<file path="config.mk">
export PLATFORM = sky130hd
export DESIGN_NAME = cau_cell
export DESIGN_NICKNAME = d
export VERILOG_FILES = /design/src/hdl/cau_pkg.sv /design/src/hdl/cau_cell.sv
export SDC_FILE = /design/constraint.sdc
export NUM_CORES = 1
export LEC_CHECK = 0
export BUFFER_PORTS_ARGS = -buffer_cell sky130_fd_sc_hd__buf_2
export CAP_MARGIN = 5
export CORE_MARGIN = 2
export CORE_UTILIZATION = 55
export DETAILED_ROUTE_END_ITERATION = 12
export MAX_ROUTING_LAYER = met4
export PLACE_DENSITY = 0.88
export SLEW_MARGIN = 20
export SYNTH_ARGS = -nofsm -noshare
export SYNTH_HDL_FRONTEND = slang
export SYNTH_SLANG_ARGS = --single-unit
</file>
<file path="constraint.sdc">
create_clock -name clk_i -period 1.9 [get_ports clk_i]
set_clock_uncertainty 0.2 [all_clocks]
set_input_delay 0.285 -clock clk_i [delete_from_list [all_inputs] [get_ports clk_i]]
set_output_delay 0.285 -clock clk_i [all_outputs]
set_load 0.02 [all_outputs]
</file>
<file path="src/hdl/cau_pkg.sv">
// Shared types and codes of the complex arithmetic unit.
// No dependencies.
package cau_pkg;

  typedef enum logic [1:0] {
    CMD_ADD = 2'd0,
    CMD_SUB = 2'd1,
    CMD_MUL = 2'd2,
    CMD_DIV = 2'd3
  } cau_cmd_e;

  // per-item control carried down the divider row
  typedef struct packed {
    logic valid;
    logic neg_re;
    logic neg_im;
    logic act_re;
    logic act_im;
    logic dz;
  } cau_ctrl_t;

endpackage

</file>
<file path="src/hdl/cau_cell.sv">
// One restoring-division cell: decides one quotient bit of both parts.
// Depends on cau_pkg.
module cau_cell import cau_pkg::*; #(
  parameter int unsigned MW    = 33,
  parameter int unsigned CW    = 58,
  parameter int unsigned QB    = 17,
  parameter int unsigned SHIFT = 0
) (
  input  logic          clk_i,
  input  logic          rst_ni,
  input  logic          adv_i,
  input  cau_ctrl_t     ctrl_i,
  input  logic [MW-1:0] den_i,
  input  logic [CW-1:0] rem_re_i,
  input  logic [CW-1:0] rem_im_i,
  input  logic [QB-1:0] q_re_i,
  input  logic [QB-1:0] q_im_i,
  output cau_ctrl_t     ctrl_o,
  output logic [MW-1:0] den_o,
  output logic [CW-1:0] rem_re_o,
  output logic [CW-1:0] rem_im_o,
  output logic [QB-1:0] q_re_o,
  output logic [QB-1:0] q_im_o
);

  logic [CW-1:0] dsh;
  logic [QB-1:0] qbit;
  logic          ge_re, ge_im;

  assign dsh   = {{(CW-MW){1'b0}}, den_i} << SHIFT;
  assign qbit  = {{(QB-1){1'b0}}, 1'b1} << SHIFT;
  assign ge_re = ctrl_i.act_re && (rem_re_i >= dsh);
  assign ge_im = ctrl_i.act_im && (rem_im_i >= dsh);

  always_ff @(posedge clk_i or negedge rst_ni) begin
    if (!rst_ni) begin
      ctrl_o <= '0;
    end else if (adv_i) begin
      ctrl_o <= ctrl_i;
    end
  end

  always_ff @(posedge clk_i) begin
    if (adv_i) begin
      den_o    <= den_i;
      rem_re_o <= ge_re ? rem_re_i - dsh : rem_re_i;
      rem_im_o <= ge_im ? rem_im_i - dsh : rem_im_i;
      q_re_o   <= ge_re ? (q_re_i | qbit) : q_re_i;
      q_im_o   <= ge_im ? (q_im_i | qbit) : q_im_i;
    end
  end

endmodule

</file>
==> results of run 1 <==
synthesized netlist by cell type, types with 5 or more instances:
cell type  instances
nand4_1           24
mux2_1            27
o21ai_0           74
xor2_1            33
and3_1             6
nand2_1           98
inv_1             55
a31oi_1            6
or3_1             15
a211oi_1           5
and2_1             5
o31ai_1            5
nor3_1            29
o21a_1            12
a21boi_0           5
a21oi_1           74
o21bai_1          12
xnor2_1           74
nor2_1            54
ha_1              66
dfrtp_1            6
a211o_1            5
o211ai_1           7
nor4_1            19
mux2_2             7
clkbuf_1          35
or2_2             10
o2111ai_1          5
nand3b_1           6
or4_1              9
edfxtp_1         183
nand2b_1           6
a21o_1            20
nor2b_1            5
and4_1             6
nand4b_1           9
buf_2              9
nand3_1           32
per-stage QoR:
stage / utilization (%) / setup TNS [ns] / cells / setup slack, ns
4_1_cts: 96.83 / -118.01 / 2307 / -1.165
3_5_place_dp: 81.22 / -178.88 / 2108 / -1.795
3_3_place_gp: 81.22 / -160.87 / 2108 / -1.542
2_1_floorplan: - / -138.11 / 1118 / -1.360
layer usage:
metal,track usage [%],overflow
met5,-,-
met4,85.42,95
met3,69.03,2
met2,100.1,209
met1,81.59,3
timing repair:
item	CTS
pin swaps	71
gates resized for setup	238
hold buffers	111
setup buffers	45
hold endpoints to repair	116
endpoints found under the setup margin	118
cloned	12
cell families after synthesis:
family | after synthesis | share of synthesized area, %
AO/OA/AOI/OAI | 272 | 14.89
XOR/XNOR | 107 | 7.939
adder cells (fa/ha/maj) | 68 | 7.334
buffers and inverters | 102 | 3.339
flip-flops | 189 | 47.82
multiplexers | 35 | 3.328
AND/OR/NAND/NOR | 345 | 15.35
==> results.cfg, run 1 <==
[status]
status = did not finish
stop_stage = global routing
tool.error = [ERROR GRT-0116] Global routing finished with congestion. Check the congestion regions in the DRC Viewer.

[clocking]
cts_max_path_buffers = 2
cts_buffers = 17
htreeDepth = 4
cts.sinks = 189
root_buffer = clkbuf_16

[global_route]
grt_max_degree = 40
grt_pass1_wl_um = 139000
gr-usage-all-layers_pct = 84.82
grt_pass1_vias = 20420
overflow = 309

[floorplan]
die_x_um = 150.5
die_h_um = 150.5
rows = 53
io_pins = 381
initial_utilization_pct = 56.16

[placement]
port_buffers = 380
dp_hpwl_um = 36100
placed_area_um2 = 17070
place.gp.congestion = 0.9951

[logic_synthesis]
ys.flop_type = edfxtp_1
synth_area_um2 = 11810
syn-num-nets = 1378
synth.area.top_cells = edfxtp_1 47%, ha_1 7.0%, xnor2_1 5.5%
synth.distinct_cells = 77
ys_seq_elements = 189
yosysTopAreaCell = edfxtp_1
synth-seq-area-share_pct = 47.82
yosysWarningCount = 0
syn-instance-count = 1118
synth_top_area_share_pct = 46.55
synth_edf_count = 183
syn_area_per_cell_um2 = 10.56
async_reset_ff_share_pct = 3.175
==> inputs of run 2 (changes only) <==
--- a/config.mk
+++ b/config.mk
@@ -8,10 +8,9 @@
 export BUFFER_PORTS_ARGS = -buffer_cell sky130_fd_sc_hd__buf_2
 export CAP_MARGIN = 5
 export CORE_MARGIN = 2
-export CORE_UTILIZATION = 55
+export CORE_UTILIZATION = 40
 export DETAILED_ROUTE_END_ITERATION = 12
-export MAX_ROUTING_LAYER = met4
-export PLACE_DENSITY = 0.88
+export PLACE_DENSITY_LB_ADDON = 0.15
 export SLEW_MARGIN = 20
 export SYNTH_ARGS = -nofsm -noshare
 export SYNTH_HDL_FRONTEND = slang
==> run 2 against run 1 <==
Against the previous run: the flow now finishes, with violations (setup timing); area after synthesis unchanged; synthesized cell count unchanged.
==> results.cfg, run 2 <==
[route]
ant_nets = 0
drtIter0Drc = 793
wirelength_um = 45690
viasPerCell = 5.233
vias = 12780
drc = 0
firstDrtPassIters = 5
wire_per_inst_um = 18.71

[timing]
relSlewSlack_pct = 67.31
period_needed_ns = 2.968
slew_viol_final = 0
final_hold_viol_count = 0
setup_viol = 118
whs_ns = 0.008496
fin_ws_ns = -1.068
tightest_slew_ns = 0.4859
rsz0062_at_grt = true
period_share_pct = 156.2
max_freq_mhz = 336.9

[pwr]
pwr-share-clk_pct = 27.3
total_power_w = 0.01395
p_leak_nw = 9.305
p_per_area_nw_per_um2 = 660.7
p_int_w = 0.009559
switching_power_w = 0.004389
sw_frac_of_total_pct = 31.47
combinationalPowerShare_pct = 35.6
max-vdd-ir-drop_uv = 470.4
seqPwrFrac_pct = 37.2

[clocking]
insertion_delay_ns = 0.44
root_buffer = clkbuf_16
clk_pin_slew_ns = 0.08
htreeDepth = 4
cts_max_path_buffers = 2
cts.sinks = 189
cts_buffers = 17
cts_tree = yes

[logic_synthesis]
ys.flop_type = edfxtp_1
synth.distinct_cells = 77
synth_area_um2 = 11810
yosysTopAreaCell = edfxtp_1
synth_edf_count = 183
synth_top_area_share_pct = 46.55
synth-seq-area-share_pct = 47.82
syn-num-nets = 1378
async_reset_ff_share_pct = 3.175
syn-instance-count = 1118
ys_seq_elements = 189
yosysWarningCount = 0
syn_area_per_cell_um2 = 10.56
synthTopCellsByCount = 183 x edfxtp_1, 98 x nand2_1, 74 x a21oi_1, 74 x o21ai_0, 74 x xnor2_1
synth.area.top_cells = edfxtp_1 47%, ha_1 7.0%, xnor2_1 5.5%
synth.most_common_cell = edfxtp_1

[critical_path]
required_ns = 1.91
reg2reg_from = ctrl_o[5]
endpoint_kind = register
crit_arrival_ns = 2.98
ff2ff_setup_slack_ns = 0.90
crit_type = input pin to register
worst_setup_path_start_kind = input pin
reg2reg_to = ctrl_o[5]
worst_r2r_path_depth = 1
crit_fanout = 26

[worst_hold_path]
hold_class = input pin to register
hold_end = rem_im_o[47]
hold_depth = 3
min_from = rem_im_i[47]

[finish]
largestRegisters = rem_im_o x58, rem_re_o x58, den_o x33
finish.utilization_pct = 73.15
final_cell_mix = 395 x buf_4, 366 x buf_2, 183 x edfxtp_1
areaGrowthSynthToFinish_pct = 78.82
drive_gt1_share_pct = 53.33
nets = 2302
final_common_cell = buf_4

[floorplan]
dieArea_um2 = 30900
die_h_um = 175.8
coreArea_um2 = 28860
rows = 62
initial_utilization_pct = 40.91
io_pins = 381
die_x_um = 175.8

[global_route]
gr-usage-all-layers_pct = 28.46
grt_max_degree = 27
antenna_found_initial = 3
overflow = 0
grt_pass1_wl_um = 68140
grt_pass1_vias = 12970

[status]
status = complete, but fails checks
violations = setup timing

[placement]
port_buffers = 380
place.gp.congestion = 0.9106
dp_worst_setup_slack_ns = -1.815
dp_hpwl_um = 33170

[run]
max_cap_violations = 0
## run 2: critical path, stage by stage
cell and delay [ns]:
buf_6 0.09, or4_4 0.52, or3_4 0.34, or3_4 0.37, or3_4 0.36, a2111oi_4 0.30, a21oi_4 0.15, buf_12 0.19
and4b_1 0.21, xor2_1 0.14
## run 2: repair_timing
item	4_1_cts	5_1_grt
gates cloned	7	0
hold endpoints to repair	131	0
resized for setup	177	164
hold buffers	127	0
buffers inserted	27	27
pin swaps	53	71
setup endpoints to repair	118	118
## run 2: kinds of logic (layout without fill, tap and decap cells)
family,Yosys count,count (layout),synth area share (%)
AO/OA/AOI/OAI,272,272,14.89
XOR/XNOR,107,107,7.939
multiplexers,35,35,3.328
adder cells (fa/ha/maj),68,68,7.334
buffers and inverters,102,1039,3.339
flip-flops,189,189,47.82
AND/OR/NAND/NOR,345,345,15.35
other,0,3,0
## run 2: layer usage
metal  vias to the layer above  share of wire (%)  track usage (%)
met5                         -              0.028                0
met4                         2                3.0            10.16
met3                        87                5.4            4.329
met2                       471                 51            50.69
met1                      6162                 41            34.96
li1                       6056                  -                -
## run 2: power groups by stage
stage                     registers (W)  logic, W  clock network [W]
after floorplan                 0.00580   0.00155                  0
after global placement          0.00526   0.00409                  0
after CTS                       0.00518   0.00465            0.00383
after global routing            0.00522   0.00529            0.00398
final                           0.00518   0.00496            0.00380
after detailed placement        0.00526   0.00412                  0
## run 2: cell type report
type	instances	area [um^2]
Fill cell	2101	7747
Multi-Input combinational cell	827	7071
Timing Repair Buffer	950	7052
Sequential cell	189	5645
Tap cell	384	480.5
Clock buffer	20	436.7
Inverter	57	259.0
Clock inverter	12	158.9
Antenna cell	3	7.507
## run 2: through the flow
stage	setup TNS [ns]	cell area, um^2	std cells
3_5_place_dp	-185.38	17380	2231
6_report	-105.08	21110	2442
2_1_floorplan	-138.11	12160	1118
5_1_grt	-112.20	21110	2440
3_3_place_gp	-177.65	17380	2231
4_1_cts	-106.62	20310	2424
## run 2: worst max-delay path by stage
stage,from,endpoint,slack [ns],depth (start not counted)
final,rem_im_i[46],rem_im_o[50],-1.07,10
after global routing,den_i[21],rem_re_o[44],-1.13,15
after floorplan,den_i[31],rem_re_o[52],-1.36,12
after CTS,rem_im_i[46],rem_im_o[50],-1.06,10
after detailed placement,rem_re_i[0],rem_re_o[52],-1.82,15
after global placement,rem_re_i[0],rem_re_o[52],-1.77,15
No activity file was read; power rests on OpenSTA's default activity.
==> inputs of run 3 (changes only) <==
--- a/config.mk
+++ b/config.mk
@@ -11,6 +11,7 @@
 export CORE_UTILIZATION = 40
 export DETAILED_ROUTE_END_ITERATION = 12
 export PLACE_DENSITY_LB_ADDON = 0.15
+export REMOVE_ABC_BUFFERS = 1
 export SLEW_MARGIN = 20
 export SYNTH_ARGS = -nofsm -noshare
 export SYNTH_HDL_FRONTEND = slang
==> run 3 against run 2 <==
Against the previous run: the run still ends with setup timing left; combinational power decreased by 2%; power down 1.6%; setup slack lost 0.024 ns; core utilization shrank 0.31 points; largest cell class unchanged; global-route usage down 0.63 points; die area unchanged; non-clock buffer count is 12 higher; largest power group unchanged; critical endpoint is now rem_re_o[41]; sequential power is essentially flat; critical path type unchanged; via count rose by 0.62%; hold slack improved by 0.0047 ns; sequential share of layout area grew 0.11 points; maximum frequency fell by 0.82%.
==> results.cfg, run 3 (synthesis gave the netlist of run 2 again) <==
[timing]
period_needed_ns = 2.992
final_hold_viol_count = 0
setup_viol = 118
relSlewSlack_pct = 60.54
whs_ns = 0.01322
period_share_pct = 157.5
slew_viol_final = 0
fin_ws_ns = -1.092
tightest_slew_ns = 0.5770
rsz0062_at_grt = true
setup_tns_ns = -109.97
max_freq_mhz = 334.2

[critical_path]
reg2reg_to = ctrl_o[0]
crit_fanout = 6
ff2ff_setup_slack_ns = 0.94
worst_setup_path_start_kind = input pin
worst_r2r_path_depth = 1
endpoint_kind = register
required_ns = 1.89
crit_type = input pin to register
cp_slowest_cell = or4_4
max_stage_delay_ns = 0.58
cp-startpoint = den_i[32]
crit_top_cell = or4_4
crit_arrival_ns = 2.99
cp_cell_sequence = buf_8, inv_4, buf_6, ha_4, inv_2, or4_4, or4_4, nor3_4, o31ai_4, nor4b_2, buf_4, a21boi_1, a221o_1
setup.worst_path.end = rem_re_o[41]
reg2reg_from = ctrl_o[0]

[route]
ant_nets = 0
firstDrtPassIters = 5
drc = 0
drtIter0Drc = 873
viasPerCell = 5.222
wirelength_um = 45270
vias = 12860
wire_per_inst_um = 18.39

[global_route]
grt_pass1_wl_um = 66850
grt_pass1_vias = 12980
antenna_found_initial = 11
overflow = 0
gr-usage-all-layers_pct = 27.83
grt_max_degree = 64

[finish]
final_cell_mix = 418 x buf_4, 371 x buf_2, 183 x edfxtp_1
largestRegisters = rem_im_o x58, rem_re_o x58, den_o x33
n_fill_cell = 2014
stdcell_count = 2462
design_area_um2 = 21020
nets = 2314
drive_gt1_share_pct = 53.00
final_common_cell = buf_4
areaGrowthSynthToFinish_pct = 78.06

[placement]
port_buffers = 380
place.gp.congestion = 0.8901
dp.cells = 2251
placed_area_um2 = 17230
dp_hpwl_um = 32340

[clocking]
cts_tree = yes
cts.sinks = 189
root_buffer = clkbuf_16
insertion_delay_ns = 0.45
clk_pin_slew_ns = 0.08
cts_max_path_buffers = 2
cts_buffers = 17
htreeDepth = 4

[pwr]
p_leak_nw = 9.299
p_per_area_nw_per_um2 = 652.9
total_power_w = 0.01372
max-vdd-ir-drop_uv = 620.8

[run]
max_cap_violations = 0

[floorplan]
die_h_um = 175.8
initial_utilization_pct = 40.91
die_x_um = 175.8
dieArea_um2 = 30900
rows = 62
coreArea_um2 = 28860
io_pins = 381

[status]
status = complete, but fails checks
violations = setup timing

[worst_hold_path]
hold_class = input pin to register
hold_depth = 3
run 3: cell types whose count changed in the layout (fill, tap and decap cells not counted), moves of 5 or more:
| cell | previous run | this run |
|---|---|---|
| o21ai_0 | 32 | 37 |
| nand2_1 | 69 | 62 |
| buf_6 | 31 | 26 |
| buf_12 | 19 | 10 |
| mux2_1 | 0 | 10 |
| nand2_4 | 21 | 27 |
| mux2_4 | 28 | 17 |
| buf_2 | 366 | 371 |
| buf_4 | 395 | 418 |
| diode_2 | 3 | 12 |
| o21ai_2 | 28 | 21 |
| nand3_2 | 10 | 5 |
| nor2_2 | 7 | 2 |
run 3: where the power goes:
group          switching (W)  internal [W]  total [W]
Clock                0.00182       0.00186    0.00368
Combinational        0.00252       0.00235    0.00487
Sequential          0.000118       0.00506    0.00518
run 3: metrics by stage:
step	utilization, %	setup WS, ns
floorplan	-	-2.874
global placement	59.70	-1.665
detailed placement	59.70	-1.725
CTS	69.89	-1.107
global route	72.79	-1.158
finish	72.84	-1.092
run 3: repair_timing:
| action | in CTS | in global routing |
|---|---|---|
| buffers inserted | 27 | 15 |
| pin swaps | 63 | 66 |
| gates resized for setup | 203 | 150 |
| hold buffers | 122 | 1 |
| hold endpoints to repair | 131 | 1 |
| cloned | 7 | 2 |
| setup endpoints to repair | 118 | 118 |
run 3: final cells by class:
cell class	count	area, um^2	area share, %
multi-input combinational	827	7044	33.51
timing repair buffer	962	7023	33.41
sequential	189	5645	26.86
tap	384	480.5	2.286
clock buffer	17	425.4	2.024
inverter	57	219.0	1.042
clock inverter	14	152.6	0.7262
antenna	12	30.03	0.1429
run 3: worst min path at each step:
| stage | startpoint | end | slack [ns] |
|---|---|---|---|
| floorplan | rst_ni | ctrl_o[0] | -0.21 |
| global placement | rst_ni | ctrl_o[5] | -0.09 |
| detailed placement | rst_ni | ctrl_o[2] | -0.08 |
| CTS | rem_im_i[51] | rem_im_o[51] | 0.004 |
| global route | rem_im_i[47] | rem_im_o[47] | 0.009 |
| finish | rem_im_i[17] | rem_im_o[17] | 0.01 |
run 3: critical path: cells and delay by family:
family / cells / cell delay (ns)
AND/OR/NAND/NOR: 4 / 1.52
AO/OA/AOI/OAI: 3 / 0.49
buffers and inverters: 5 / 0.44
adder cells (fa/ha/maj): 1 / 0.26
run 3: metal layers:
metal / share of wire [%] / global-route usage [%]
met5: 0.029 / 0
met2: 50 / 48.92
met4: 3.5 / 11.02
met3: 6.1 / 5.584
met1: 40 / 33.44
